===== src/rtl/chit_pkg.sv =====
package chit_pkg;

    localparam int DEF_MAX_ENTRIES    = 1024;
    localparam int DEF_MAX_HEAD_SLOTS = 2048;
    localparam logic [11:0] TABLE_LENGTH_RST = 12'd1536;

    localparam logic [1:0] OP_CLEAR  = 2'd0;
    localparam logic [1:0] OP_INSERT = 2'd1;
    localparam logic [1:0] OP_FIND   = 2'd2;

    localparam logic [1:0] ST_OK   = 2'd0;
    localparam logic [1:0] ST_MISS = 2'd1;
    localparam logic [1:0] ST_FULL = 2'd2;

    typedef enum logic [1:0] {
        KIND_CLEAR,
        KIND_INSERT,
        KIND_FIND,
        KIND_NOP
    } kind_t;

    typedef struct packed {
        kind_t       kind;
        logic [31:0] key_hash;
        logic [31:0] key_fingerprint;
        logic [31:0] entry_value;
    } req_t;

    typedef struct packed {
        logic [1:0]  status;
        logic [31:0] found_value;
    } res_t;

endpackage


===== src/rtl/chit_fifo.sv =====
module chit_fifo
    import chit_pkg::*;
#(
    parameter type T = logic
)
(
    input  logic clk,
    input  logic rst_n,
    input  logic push,
    input  T     wdata,
    output logic full,
    input  logic pop,
    output T     rdata,
    output logic empty
);

    T           mem_reg [2];
    logic       wptr_reg;
    logic       wptr_next;
    logic       rptr_reg;
    logic       rptr_next;
    logic [1:0] cnt_reg;
    logic [1:0] cnt_next;
    logic       do_push;
    logic       do_pop;

    assign full    = (cnt_reg == 2'd2);
    assign empty   = (cnt_reg == 2'd0);
    assign do_push = push && !full;
    assign do_pop  = pop && !empty;
    assign rdata   = mem_reg[rptr_reg];

    always_comb
    begin
        wptr_next = wptr_reg ^ do_push;
        rptr_next = rptr_reg ^ do_pop;
        cnt_next  = cnt_reg + 2'(do_push) - 2'(do_pop);
    end

    always_ff @(posedge clk or negedge rst_n)
    begin
        if (!rst_n)
        begin
            wptr_reg <= 1'b0;
            rptr_reg <= 1'b0;
            cnt_reg  <= 2'd0;
        end
        else
        begin
            wptr_reg <= wptr_next;
            rptr_reg <= rptr_next;
            cnt_reg  <= cnt_next;
        end
    end

    always_ff @(posedge clk)
    begin
        if (do_push)
        begin
            mem_reg[wptr_reg] <= wdata;
        end
    end

endmodule


===== config.mk =====
export PLATFORM = sky130hd
export DESIGN_NAME = chit_fifo
export DESIGN_NICKNAME = d
export VERILOG_FILES = /design/src/rtl/chit_pkg.sv /design/src/rtl/chit_fifo.sv
export SDC_FILE = /design/constraint.sdc
export NUM_CORES = 1
export LEC_CHECK = 0
export BUFFER_PORTS_ARGS = -buffer_cell sky130_fd_sc_hd__buf_4
export CORE_AREA = 2 2 39 41
export CTS_BUF_LIST = sky130_fd_sc_hd__clkbuf_4 sky130_fd_sc_hd__clkbuf_8 sky130_fd_sc_hd__clkbuf_16
export CTS_CLUSTER_DIAMETER = 100
export DETAILED_ROUTE_END_ITERATION = 12
export DIE_AREA = 0 0 41 43
export PLACE_DENSITY = 0.38
export SLEW_MARGIN = 15
export SYNTH_ARGS = -nofsm -noshare
export SYNTH_HDL_FRONTEND = slang
export SYNTH_SLANG_ARGS = --single-unit

===== constraint.sdc =====
create_clock -name clk -period 2.1 [get_ports clk]
set_clock_uncertainty 0.1 [all_clocks]
set_input_delay 0.42 -clock clk [delete_from_list [all_inputs] [get_ports clk]]
set_output_delay 0.42 -clock clk [all_outputs]
set_load 0.05 [all_outputs]

==> out/qor.txt <==
Post-Route Utilization: 0.302
Worst min-delay path category: in2reg
Final nets: 45
Initial antenna violation count: 0
Final Hold Fails: 0
Final-report setup violation count: 0
Critical Path RT: 1.58 ns
DRC Markers: 0
Vias: 180
Max IR drop VDD: 0.398 mV
TNS Setup: 0 ns
Deepest clock path buffer count: 2
Num ports: 8
Routed wire length: 446 um
Synth top area cells: dfrtp_1 33%, edfxtp_1 20%, ha_1 16%
Die H: 43 um
Clock transition at path regs: 0.05 ns
Mean Syn Cell Area: 13.3 um2
Number of global-route vias before repair: 187
Worst Setup EP: rdata
Relative slew slack: 0.884
Comb power frac: 0.475
Max-slew violation count: 0
First-pass iteration count of the detailed router: 2
Hpwl dp: 360 um
Area grow syn2layout: 36.9%
Startpoint type of the worst setup path: register
Most common cell after layout, fill and taps aside: buf_4
Fin crit share: 0.802
H-tree depth: 1
Reg2reg end: cnt_reg[1]
I/O Buffers: 7
R2R cell count: 6
Most frequent cells in the layout: 7 x buf_4, 4 x inv_1, 4 x ha_1, 4 x clkbuf_4, 4 x dfrtp_1
CTS tree: built
Post-synth top area share: 0.328
Syn nets: 32
Core Footprint: 0.00138 mm2
Row Count: 14
Min Tclk post-route: 1.68 ns
Power Density: 1590 mW/mm2
Max-Cap Viols: 0
Worst setup EP type: output port
ANT cells: 0
Status: complete, no violations
Vias/cell: 3.53
Clock latency on the worst-skew pair: 0.24 ns
Antenna Nets Post-Route: 0
Root Buffer: clkbuf_4
Synthesized area: 305 um2
Arr. time, crit path: 1.16 ns
Final Wtd Congestion: 0.570
Ratio of cells with drive above 1 in the final layout: 0.371
Area of the die: 0.00176 mm2
Yosys Warn Count: 0
Seq/Total Area, Yosys: 0.525
Achievable frequency: 594 MHz
Largest net degree at the start of global routing: 5
Chip width: 41 um
Switch share: 0.409
WL/cell: 8.75 um
FF-to-FF setup slack: 0.48 ns
Filler instances: 143
Critical-path cell list: mux2_1 -> buf_4
Gate Count Post-Synth: 23
Int Pwr: 0.000392 W
Worst Path Max Fanout: 2
CP max stage cell: dfrtp_1
DRT iter0 DRCs: 2
Critical Path Start: rptr_reg
RR Startpoint: cnt_reg[1]
Remaining global-route overflow: 0
Tot GR Track Use: 0.0607
Clock network fraction of total power: 0.190
First-pass GRT wire length: 669 um
Critical path class: reg2out
P_leak: 0.206 nW
Tightest Pin Transition: 0.174 ns
Reg power frac: 0.335
Initial Utilization: 0.221
Cell variety after synth: 12
CTS buffer count: 3
Synthesis-stage register bit count: 6
Yosys top cell by area: dfrtp_1
P_sw: 0.000271 W
CTS sink count: 6
RSZ-0062 raised after global routing: false
Largest stage delay, worst path: 0.40 ns
cell type report:
cell class                      count  area, um2  share of cell area
Sequential cell                     6        160               0.383
Clock buffer                        4       30.0              0.0719
Inverter                            4       15.0              0.0359
Timing Repair Buffer                8       62.6               0.150
Tap cell                           16       20.0              0.0479
Multi-Input combinational cell     13        130               0.311
layer usage:
metal  GRT usage  wire length [um]  up-vias  part of all wire
li1            -                 -       96                 -
met1      0.0658               213       79              0.48
met2      0.0875               199        5              0.45
met3      0.0314                33        0             0.074
met4      0.0400                 0        0                 0
met5           0                 0        -                 0
timing repair:
item	4_1_cts	5_1_grt
setup buffers	0	0
hold endpoints to repair	4	0
gates resized for setup	0	0
hold buffers	1	0
cell families after synthesis:
logic type | synth area share
flops | 0.525
buf+inv | 0.0492
fa+ha+maj | 0.164
simple gates | 0.0656
xor+xnor | 0.111
compound gates | 0.0492
mux | 0.0369
metrics by stage:
| step | area (um2) | setup WS (ns) | hold slack (ns) | cells | total power, W |
|---|---|---|---|---|---|
| CTS | 418 | 0.396 | 0.256 | 51 | 0.000677 |
| finish | 418 | 0.416 | 0.263 | 51 | 0.000663 |
| floorplan | 305 | 0.504 | 0.0244 | 23 | 0.000462 |
| detailed placement | 378 | 0.473 | 0.122 | 46 | 0.000542 |
| global placement | 378 | 0.494 | 0.123 | 46 | 0.000535 |
| global route | 418 | 0.370 | 0.258 | 51 | 0.000710 |
critical path, delay by kind of cell (launching register included):
| family | cells | cell delay (ns) |
|---|---|---|
| mux | 1 | 0.33 |
| flops | 1 | 0.40 |
| buf+inv | 1 | 0.19 |
power groups by stage:
stage,Sequential [W],Combinational [W],Clock [W]
floorplan,0.000214,0.000249,0
global placement,0.000221,0.000314,0
detailed placement,0.000225,0.000317,0
CTS,0.000224,0.000322,0.000131
global route,0.000228,0.000346,0.000136
finish,0.000222,0.000315,0.000126
Yosys cell counts:
cell type / instances
xnor2_1: 2
nand2_1: 1
nor2_1: 1
and2_1: 1
mux2_1: 1
inv_1: 4
o21a_4: 1
ha_1: 4
edfxtp_1: 2
nand2b_1: 1
xor2_2: 1
dfrtp_1: 4
how the worst min path moves through the flow:
stage	startpoint	endpoint	slack (ns)	cells past startpoint
4_1_cts	wdata	mem_reg[0]	0.26	1
5_1_grt	wdata	mem_reg[0]	0.26	1
3_5_place_dp	rst_n	wptr_reg	0.12	1
3_3_place_gp	rst_n	wptr_reg	0.12	1
2_1_floorplan	rst_n	cnt_reg[0]	0.02	0
6_report	wdata	mem_reg[0]	0.26	1
Power figures use the tool's default switching activity.
