**src/rtl/chit_pkg.sv**
```systemverilog
package chit_pkg;

    localparam int DEF_MAX_ENTRIES    = 1024;
    localparam int DEF_MAX_HEAD_SLOTS = 2048;
    localparam logic [11:0] TABLE_LENGTH_RST = 12'd1536;

    localparam logic [1:0] OP_CLEAR  = 2'd0;
    localparam logic [1:0] OP_INSERT = 2'd1;
    localparam logic [1:0] OP_FIND   = 2'd2;

    localparam logic [1:0] ST_OK   = 2'd0;
    localparam logic [1:0] ST_MISS = 2'd1;
    localparam logic [1:0] ST_FULL = 2'd2;

    typedef enum logic [1:0] {
        KIND_CLEAR,
        KIND_INSERT,
        KIND_FIND,
        KIND_NOP
    } kind_t;

    typedef struct packed {
        kind_t       kind;
        logic [31:0] key_hash;
        logic [31:0] key_fingerprint;
        logic [31:0] entry_value;
    } req_t;

    typedef struct packed {
        logic [1:0]  status;
        logic [31:0] found_value;
    } res_t;

endpackage

```
**src/rtl/chit_fifo.sv**
```systemverilog
module chit_fifo
    import chit_pkg::*;
#(
    parameter type T = logic
)
(
    input  logic clk,
    input  logic rst_n,
    input  logic push,
    input  T     wdata,
    output logic full,
    input  logic pop,
    output T     rdata,
    output logic empty
);

    T           mem_reg [2];
    logic       wptr_reg;
    logic       wptr_next;
    logic       rptr_reg;
    logic       rptr_next;
    logic [1:0] cnt_reg;
    logic [1:0] cnt_next;
    logic       do_push;
    logic       do_pop;

    assign full    = (cnt_reg == 2'd2);
    assign empty   = (cnt_reg == 2'd0);
    assign do_push = push && !full;
    assign do_pop  = pop && !empty;
    assign rdata   = mem_reg[rptr_reg];

    always_comb
    begin
        wptr_next = wptr_reg ^ do_push;
        rptr_next = rptr_reg ^ do_pop;
        cnt_next  = cnt_reg + 2'(do_push) - 2'(do_pop);
    end

    always_ff @(posedge clk or negedge rst_n)
    begin
        if (!rst_n)
        begin
            wptr_reg <= 1'b0;
            rptr_reg <= 1'b0;
            cnt_reg  <= 2'd0;
        end
        else
        begin
            wptr_reg <= wptr_next;
            rptr_reg <= rptr_next;
            cnt_reg  <= cnt_next;
        end
    end

    always_ff @(posedge clk)
    begin
        if (do_push)
        begin
            mem_reg[wptr_reg] <= wdata;
        end
    end

endmodule

```
**src/rtl/chit_front.sv**
```systemverilog
module chit_front
    import chit_pkg::*;
(
    input  logic        clk,
    input  logic        rst_n,
    input  logic        push,
    input  logic [1:0]  opcode,
    input  logic [31:0] key_hash,
    input  logic [31:0] key_fingerprint,
    input  logic [31:0] entry_value,
    output logic        full,
    input  logic        req_pop,
    output req_t        req,
    output logic        req_valid
);

    req_t cls;
    logic q_empty;

    // Each request is classified once here so the engine only branches on kind.
    always_comb
    begin
        cls.key_hash        = key_hash;
        cls.key_fingerprint = key_fingerprint;
        cls.entry_value     = entry_value;
        unique case (opcode)
            OP_CLEAR:  cls.kind = KIND_CLEAR;
            OP_INSERT: cls.kind = KIND_INSERT;
            OP_FIND:   cls.kind = KIND_FIND;
            default:   cls.kind = KIND_NOP;
        endcase
    end

    chit_fifo #(.T(req_t)) u_q (
        .clk   (clk),
        .rst_n (rst_n),
        .push  (push),
        .wdata (cls),
        .full  (full),
        .pop   (req_pop),
        .rdata (req),
        .empty (q_empty)
    );

    assign req_valid = !q_empty;

endmodule

```
**config.mk**
```make
export PLATFORM = sky130hd
export DESIGN_NAME = chit_front
export DESIGN_NICKNAME = d
export VERILOG_FILES = /design/src/rtl/chit_pkg.sv /design/src/rtl/chit_fifo.sv /design/src/rtl/chit_front.sv
export SDC_FILE = /design/constraint.sdc
export NUM_CORES = 1
export LEC_CHECK = 0
export CAP_MARGIN = 10
export CORE_MARGIN = 2
export CORE_UTILIZATION = 62
export CTS_BUF_LIST = sky130_fd_sc_hd__clkbuf_4 sky130_fd_sc_hd__clkbuf_8 sky130_fd_sc_hd__clkbuf_16
export DETAILED_ROUTE_END_ITERATION = 10
export DONT_BUFFER_PORTS = 1
export GPL_TIMING_DRIVEN = 0
export PLACE_DENSITY_LB_ADDON = 0.05
export REMOVE_ABC_BUFFERS = 1
export SLEW_MARGIN = 20
export SYNTH_ARGS = -nofsm -noshare
export SYNTH_HDL_FRONTEND = slang
export SYNTH_SLANG_ARGS = --single-unit
```
**constraint.sdc**
```tcl
create_clock -name clk -period 4 [get_ports clk]
set_clock_uncertainty 0.15 [all_clocks]
set_input_delay 0.4 -clock clk [delete_from_list [all_inputs] [get_ports clk]]
set_output_delay 0.4 -clock clk [all_outputs]
set_load 0.02 [all_outputs]
```
==> results of run 1 <==
## stage by stage
stage / TNS [ns] / hold slack [ns] / utilization / setup WS (ns) / std cells
after floorplan: 0 / -0.0456 / - / 0.222 / 313
after global placement: -269.07 / -0.0454 / 0.647 / -1.05 / 456
after detailed placement: 0 / -0.0454 / 0.662 / 1.65 / 462
after CTS: 0 / 0.0605 / 0.804 / 1.29 / 593
after global routing: 0 / 0.0813 / 0.804 / 1.23 / 593
final: 0 / 0.0765 / 0.804 / 1.33 / 593
## worst paths after layout
path	to	slack [ns]
hold / removal	u_q.rptr_reg	0.08
setup reg to reg	u_q.mem_reg[0][60]	1.67
max in group asynchronous	u_q.rptr_reg	3.41
setup / recovery	req[40]	1.33
hold reg to reg	u_q.cnt_reg[1]	0.37
min in group asynchronous	u_q.cnt_reg[0]	0.10
## metal layers
metal / part of all wire / global-route usage / routed length [µm] / vias up
li1: - / - / - / 1502
met1: 0.37 / 0.236 / 4840 / 1674
met2: 0.53 / 0.360 / 6880 / 137
met3: 0.077 / 0.0750 / 1010 / 28
met4: 0.028 / 0.0976 / 369 / 0
met5: 0 / 0 / 0 / -
## power groups by stage
| stage | clock network (mW) | logic, mW | registers, mW |
|---|---|---|---|
| 2_1_floorplan | 0 | 1.51 | 3.16 |
| 3_3_place_gp | 0 | 1.76 | 3.27 |
| 3_5_place_dp | 0 | 1.96 | 3.08 |
| 4_1_cts | 1.84 | 2.06 | 3.03 |
| 5_1_grt | 1.91 | 2.15 | 3.08 |
| 6_report | 1.82 | 2.05 | 3.04 |
## layout make-up
cell class	instances	area [µm²]
flip-flops and latches	200	5990
fillers	594	2250
multi-input cells	109	1270
repair buffers	105	1130
clock buffers	19	440
clock inverters	13	203
well taps	143	179
inverters	4	15.0
## Yosys cell counts
cell type / instances / area [µm²]
xnor2_1: 2 / 17.5
mux2_4: 10 / 150
xor2_1: 1 / 8.76
or2_2: 1 / 6.26
inv_1: 4 / 15.0
clkbuf_1: 2 / 7.51
edfxtp_1: 196 / 5890
o21a_1: 1 / 7.51
ha_1: 4 / 50.1
mux2_2: 88 / 991
nor2b_1: 2 / 12.5
buf_2: 8 / 40.0
dfrtp_1: 4 / 100
buf_6: 3 / 33.8
## repair_timing
action / 4_1_cts / 5_1_grt
hold endpoints to repair: 200 / 0
setup endpoints to repair: 0 / 0
hold buffers: 99 / 0
gates resized for setup: 0 / 0
## logic make-up (layout without fill, tap and decap cells)
| family | count (synthesis) | in the layout | synth area share |
|---|---|---|---|
| XOR/XNOR | 3 | 3 | 0.00359 |
| flip-flops | 200 | 200 | 0.817 |
| adder cells (fa/ha/maj) | 4 | 4 | 0.00683 |
| AND/OR/NAND/NOR | 3 | 3 | 0.00256 |
| multiplexers | 98 | 98 | 0.156 |
| AO/OA/AOI/OAI | 1 | 1 | 0.00103 |
| buffers and inverters | 17 | 141 | 0.0132 |
==> run metrics, run 1 <==
# diodes=0; combinational share of power=0.297; crit-path max cell delay=0.70 ns; worst r2r src=u_q.cnt_reg[1]; CP Launch Point=u_q.rptr_reg; Tot GR Track Use=0.210; internal power=4.73 mW; CTS tree=built; Power, Total=6.90 mW; dpl hpwl=7460 µm; maximum vdd ir drop=0.537 mV; max reg flops=196; clock root cell=clkbuf_16; number of global-route vias before repair=3,696; post-synthesis cell count=326; Leakage=3.14 nW; Worst Hold Launch=req_pop; I/O Pins=202; CTS sink count=200; Data required, critical path=3.45 ns; via count=3,341; DRC marker count from the first detailed-route iteration=337; DR WL/cell=22.1 µm; Max Cap Violations=0; Port-buffer cells=0; Worst Tran Pin Value=0.500 ns; Slew HR=0.666; CTS Buffer Depth=2; initial antenna violation count=0; Clock power frac=0.263; synth unique cells=14; Die Footprint=12,700 µm²; Final Setup Violations=0; CTS buffer count=17; Final GP Congestion=0.741; Mapped Area=7330 µm²; share of layout cells above drive strength 1=0.309; Setup CP Type=register to primary output; cell family with most CP delay=flip-flops; crit path cell chain=buf_12 > buf_16 > mux2_2; Vias/cell=5.63; Die Width=113 µm; DRC errors left=0; post-route minimum period=2.67 ns; RSZ-0062 raised after global routing=no; Yosys warnings=0; Die H=113 µm; fmax=374 MHz; Initial Util=0.639; GRT overflow=0; commonest non-fill, non-tap cell in the layout=edfxtp_1; largest net degree at the start of global routing=46; sequential area share after synthesis=0.817; P&R area growth vs syn=25.9%; Worst setup SP type=register; Hold Path Class=primary input to register; Max H-tree Level=4; row count=39; global-route wire length before repair=19,700 µm; CP max stage cell=dfrtp_4; placed instance area=7590 µm²; most frequent cells in the layout=edfxtp_1, dlygate4sd3_1, mux2_2, clkbuf_16, mux2_4; Worst Path Buf+Inv=2; core area=11,500 µm²; final wirelength=13,100 µm; DRT Pass-1 Iters=4; sequential power share=0.440; Sw Share=0.314; final max-slew violation count=0; Crit path depth=3; Setup Buffers After CTS=0; Layout Nets=543; NetSw=2.17 mW; FF-to-FF path depth=4; power density over the cells=748 nW/µm²; Fin. Hold Viols=0; clock transition at the registers of the reported paths=0.06 ns; fin crit share=0.669; Design Area, Final=9220 µm²; critical path capture point type=primary output; crit-path max FO=45; Worst Hold Depth=2; FF+latch count, synth=200; Worst EP arrival=2.12 ns; number of nets with antenna violations after routing=0; status=complete, no violations; Clock Latency Late Sink=0.42 ns; Mapped Avg Cell Area=22.5 µm²
Power figures use the tool's default switching activity.
==> run 2: changes to the inputs <==
- clock period: 4 -> 2.5 ns (I/O delays scaled with it)
==> run 2 against run 1 <==
Effect of this change:
- the flow now stops in 4_1_cts
- synthesized cell count is the same
- synthesized area is the same
==> run metrics, run 2 <==
dpl hpwl=7460 µm (unchanged); Post-synth EDFFs=196 (unchanged); post-synthesis compound-gate area fraction=0.00102 (unchanged); Mapped Avg Cell Area=22.5 µm² (unchanged); placed instance area=7590 µm² (unchanged); most numerous cell in the Yosys netlist=edfxtp_1; CTS sink count=200 (unchanged); CTS Buffer Depth=2 (unchanged); post-synthesis cell count=326 (unchanged); Die H=113 µm (unchanged); cts hold-fix bufs=101 (+2.0%); simple-gate area share of the yosys netlist=0.00256 (unchanged); Port-buffer cells=0 (unchanged); Top FF cell, synth=edfxtp_1; Mapped Area=7330 µm² (unchanged); share of the synthesized area in the top cell type=0.803 (unchanged); status=aborted with a tool error; Die Width=113 µm (unchanged); Final GP Congestion=0.741 (unchanged); clock root cell=clkbuf_16; Fail Step=4_1_cts; sequential area share after synthesis=0.817 (unchanged); post-CTS sizing=0 (unchanged); FFs w/ async S/R, synth=0.0200 (unchanged); row count=39 (unchanged); largest cells by area after synthesis=edfxtp_1, mux2_2, mux2_4; synth unique cells=14 (unchanged); area leader, netlist=edfxtp_1; largest family of logic cells by synthesized area=multiplexers; FF+latch count, synth=200 (unchanged); Max H-tree Level=4 (unchanged); mux cell area share after synthesis=0.156 (unchanged); Initial Util=0.639 (unchanged); Post-Synth XOR/XNOR Area=0.00359 (unchanged); CTS buffer count=17 (unchanged); Setup Buffers After CTS=1 (+1); fraction of the mapped netlist area in adder cells=0.00683 (unchanged); commonest cells in the netlist=edfxtp_1, mux2_2, mux2_4; Yosys warnings=0 (unchanged); I/O Pins=202 (unchanged); Error=[ERROR RSZ-0060] Max buffer count reached.
## run 2: cell counts after synthesis
No cell type changed its count.
## run 2: cells by family after synthesis
| logic type | count (synthesis) |
|---|---|
| AOI/OAI and AO/OA | 1 |
| xor gates and xnor gates | 3 |
| adders and majority gates | 4 |
| buffers and inverters | 17 |
| DFF | 200 |
| muxes | 98 |
| and+or+nand+nor | 3 |
## run 2: through the flow
stage | setup WS [ns] | std cells | setup TNS (ns)
floorplan | -1.28 | 313 | -335.34
global placement | -2.55 | 456 | -696.86
detailed placement | 0.151 | 462 | 0
==> run 3: changes to the inputs <==
- CORE_UTILIZATION: 62 -> 40
- CTS_BUF_LIST: sky130_fd_sc_hd__clkbuf_4 sky130_fd_sc_hd__clkbuf_8 sky130_fd_sc_hd__clkbuf_16 -> not set
- PLACE_DENSITY_LB_ADDON: 0.05 -> 0.15
==> run 3 against run 2 <==
Effect of this change:
- the run now ends clean
==> run metrics, run 3 (synthesized netlist as in run 1, its figures left out) <==
initial antenna violation count=0; clock transition at the registers of the reported paths=0.07 ns; Setup CP Type=register to primary output; Final Setup Violations=0; Clock power frac=0.253; CTS sink count=200 (unchanged); power density over the cells=1170 nW/µm²; final cell count without fillers=681; Sw Share=0.325; largest net degree at the start of global routing=53; critical path capture point type=primary output; DRT Pass-1 Iters=4; Final GP Congestion=0.684 (-7.6%); I/O Pins=202 (unchanged); Worst setup SP type=register; fill count=1,469; P&R area growth vs syn=27.0%; Data required, critical path=2.10 ns; Port-buffer cells=0 (unchanged); Initial Util=0.408 (-0.231); number of global-route vias before repair=3,523; share of layout cells above drive strength 1=0.305; CTS Buffer Depth=2 (unchanged); final wirelength=12,900 µm; Cells after DPL=547 (+18%); Die Footprint=19,400 µm²; Leakage=3.13 nW; Slew HR=0.647; fmax=429 MHz; commonest non-fill, non-tap cell in the layout=edfxtp_1; Max H-tree Level=4 (unchanged); post-route minimum period=2.33 ns; crit-path max FO=52; DRC errors left=0; DRC marker count from the first detailed-route iteration=138; row count=49 (+26%); final max-slew violation count=0; Tot GR Track Use=0.136; core area=18,000 µm²; Layout Nets=545; CTS tree=built; Worst EP arrival=1.93 ns; global-route wire length before repair=19,800 µm; Vias/cell=4.86; dpl hpwl=7900 µm (+6.0%); via count=3,308; Clock Latency Late Sink=0.42 ns; sequential power share=0.443; Die H=139 µm (+24%); internal power=7.35 mW; RSZ-0062 raised after global routing=no; # diodes=0; max reg flops=196; combinational share of power=0.303; fin crit share=0.933; GRT overflow=0; Die Width=139 µm (+24%); NetSw=3.54 mW; maximum vdd ir drop=0.549 mV; status=complete, no violations; Fin. Hold Viols=0; CTS buffer count=17 (unchanged); Layout Utilization=0.518; DR WL/cell=18.9 µm; Setup WS post-layout=0.168 ns; number of nets with antenna violations after routing=0; most frequent cells in the layout=edfxtp_1, dlygate4sd3_1, mux2_2, clkbuf_16, mux2_4; pre-CTS WS=0.0692 ns (-0.0820 ns); clock root cell=clkbuf_16; Worst Tran Pin Value=0.528 ns; Max Cap Violations=0; Hold Path Class=primary input to register
run 3: timing repair:
item                                    CTS  global route
resized for setup                         0             1
buffers inserted                          1             0
hold buffers                            101             0
hold endpoints to repair                201             0
pin swaps                                 0             1
endpoints found under the setup margin   52            80
run 3: critical path: stages (launching register included):
cell	delay, ns
dfrtp_4	0.70
buf_16	0.33
mux2_2	0.47
run 3: path summary, 6_finish.rpt:
path	startpoint	end	slack, ns	cells after the start
min reg2reg	u_q.cnt_reg[1]	u_q.cnt_reg[1]	0.38	1
min	push	u_q.cnt_reg[0]	0.18	2
max reg2reg	u_q.cnt_reg[1]	u_q.mem_reg[1][81]	0.27	4
min in group asynchronous	rst_n	u_q.cnt_reg[0]	0.48	2
max	u_q.rptr_reg	req[9]	0.17	2
max in group asynchronous	rst_n	u_q.rptr_reg	1.52	2
run 3: metrics by stage:
step	hold slack, ns	power (mW)	setup TNS (ns)	area, µm²
CTS	0.169	11.1	0	9300
detailed placement	-0.195	8.08	0	7670
finish	0.180	10.9	0	9300
global placement	-0.195	7.59	-741.76	7530
global route	0.165	11.4	0	9300
floorplan	-0.196	7.48	-335.34	7240
run 3: final cells by class:
type	instances	area, µm²	area share
sequential	200	5990	0.644
tap	229	287	0.0308
multi-input combinational	109	1270	0.137
timing repair buffer	107	1140	0.122
inverter	4	15.0	0.00161
clock buffer	17	425	0.0457
clock inverter	15	175	0.0188
run 3: layer usage:
| metal | GRT usage | up-vias | part of all wire |
|---|---|---|---|
| li1 | - | 1512 | - |
| met4 | 0.0510 | 0 | 0.016 |
| met1 | 0.155 | 1663 | 0.39 |
| met3 | 0.0599 | 16 | 0.070 |
| met5 | 0 | - | 0 |
| met2 | 0.225 | 117 | 0.52 |
run 3: power by group through the flow:
stage | combinational [mW] | sequential (mW) | clock (mW)
after floorplan | 2.42 | 5.06 | 0
after global placement | 2.44 | 5.15 | 0
after detailed placement | 3.10 | 4.98 | 0
after CTS | 3.38 | 4.84 | 2.85
after global routing | 3.51 | 4.91 | 2.96
final | 3.30 | 4.83 | 2.76
==> run 4: changes to the inputs <==
- PLACE_DENSITY_LB_ADDON: 0.15 -> 0.2
==> run 4 against run 3 <==
Effect of this change:
- hold slack worse by 0.0061 ns
- sequential share of layout area is 0.11 points higher
- critical path depth unchanged
- sequential power hardly changed
- cell area shrank 0.17%
- largest power group unchanged
==> run metrics, run 4 (synthesized netlist as in run 1, its figures left out) <==
final wirelength=12,900 µm (+0.13%); Hold Path Class=primary input to register; DRT Pass-1 Iters=4 (unchanged); Die Footprint=19,400 µm² (unchanged); P&R area growth vs syn=26.7%; Worst EP arrival=1.82 ns (-0.11 ns); Layout Nets=547 (+0.37%); FF-to-FF path depth=5 (+1); Clock Latency Late Sink=0.41 ns (about the same); Layout Utilization=0.517 (-0.000905); post-route minimum period=2.22 ns (-0.111 ns); via count=3,304 (-0.12%); Power, Total=10.7 mW (-1.5%); CTS buffer count=17 (unchanged); Max Cap Violations=0 (unchanged); largest net degree at the start of global routing=46 (-13%); Max H-tree Level=4 (unchanged); dpl hpwl=8180 µm (+3.5%); # diodes=0 (unchanged); most frequent cells in the layout=edfxtp_1, dlygate4sd3_1, mux2_2, clkbuf_16, mux2_4; core area=18,000 µm² (unchanged); Final GP Congestion=0.713 (+4.1%); Setup WS post-layout=0.279 ns (+0.111 ns); Slew HR=0.649 (+0.00212); Data required, critical path=2.10 ns (about the same); Initial Util=0.408 (unchanged); share of layout cells above drive strength 1=0.302 (-0.00355); CTS tree=built; number of nets with antenna violations after routing=0 (unchanged); Worst setup SP type=register; CTS sink count=200 (unchanged); Final Setup Violations=0 (unchanged); initial antenna violation count=0 (unchanged); number of global-route vias before repair=3,642 (+3.4%); commonest non-fill, non-tap cell in the layout=edfxtp_1; RSZ-0062 raised after global routing=no; power density over the cells=1150 nW/µm² (-1.4%); Worst Tran Pin Value=0.525 ns (-0.00317 ns); pre-CTS WS=-0.0939 ns (-0.163 ns); clock transition at the registers of the reported paths=0.07 ns (about the same); Die H=139 µm (unchanged); Fin. Hold Viols=0 (unchanged); I/O Pins=202 (unchanged); fmax=450 MHz (+5.0%); Setup CP Type=register to primary output; Leakage=3.12 nW (-0.24%); row count=49 (unchanged); DRC marker count from the first detailed-route iteration=133 (-3.6%); global-route wire length before repair=19,800 µm (+0.14%); Vias/cell=4.84 (-0.41%); GRT overflow=0 (unchanged); status=complete, no violations; final max-slew violation count=0 (unchanged); Die Width=139 µm (unchanged); fin crit share=0.888 (-0.0444); clock root cell=clkbuf_16; Worst Hold Slack=0.174 ns (-0.00609 ns); post-route setup TNS=0 ns (unchanged); critical path capture point type=primary output; maximum vdd ir drop=0.527 mV (-3.9%); Worst Hold Depth=3 (+1); DR WL/cell=18.9 µm (-0.16%); crit-path max FO=40 (-23%); Tot GR Track Use=0.134 (-0.00154); CTS Buffer Depth=2 (unchanged); DRC errors left=0 (unchanged); max reg flops=196 (unchanged); Port-buffer cells=0 (unchanged)
## run 4: cell count changes in the layout (fill, tap and decap cells not counted), sizes merged
cell	previous run	this run
inv	8	6
buf	6	8
bufinv	3	2
clkbuf	17	20
## run 4: timing repair
| action | CTS | global route |
|---|---|---|
| setup endpoints to repair | 72 | 72 |
| endpoints found under the hold margin | 201 | 0 |
| gates resized for setup | 1 | 0 |
| hold buffers | 101 | 0 |
| pin swaps | 0 | 1 |
| setup buffers | 0 | 2 |
## run 4: path summary, 6_finish.rpt
path	startpoint	end	slack, ns
setup reg to reg	u_q.cnt_reg[1]	u_q.mem_reg[0][3]	0.32
hold reg to reg	u_q.cnt_reg[1]	u_q.cnt_reg[1]	0.39
min in group asynchronous	rst_n	u_q.cnt_reg[1]	0.51
max in group asynchronous	rst_n	u_q.rptr_reg	1.50
hold / removal	push	u_q.wptr_reg	0.17
setup / recovery	u_q.rptr_reg	req[72]	0.28
## run 4: worst max-delay path, stage by stage, from the launching register on
cell     delay, ns
dfrtp_4       0.65
buf_12        0.30
mux2_2        0.44
## run 4: report_power, final
| group | leakage [nW] | internal (mW) | switching, mW | total, mW |
|---|---|---|---|---|
| combinational | 0.991 | 1.20 | 2.10 | 3.30 |
| clock | 0.269 | 1.47 | 1.13 | 2.61 |
| sequential | 1.87 | 4.58 | 0.237 | 4.81 |
| total | 3.12 | 7.25 | 3.47 | 10.7 |
## run 4: per-layer routing
layer	part of all wire	track usage	vias up
met3	0.074	0.0530	8
met1	0.40	0.159	1661
met2	0.52	0.226	128
met4	0.011	0.0409	0
met5	0	0	-
li1	-	-	1507
## run 4: stage by stage
step / instances / area [µm²]
CTS: 681 / 9270
global placement: 542 / 7530
floorplan: 313 / 7240
detailed placement: 548 / 7690
global route: 683 / 9290
finish: 683 / 9290
## run 4: cell type report
class,instances,area (µm²)
inverters,4,15.0
well taps,229,287
clock inverters,12,125
clock buffers,20,437
flip-flops and latches,200,5990
fillers,1467,8680
multi-input cells,109,1270
repair buffers,109,1160
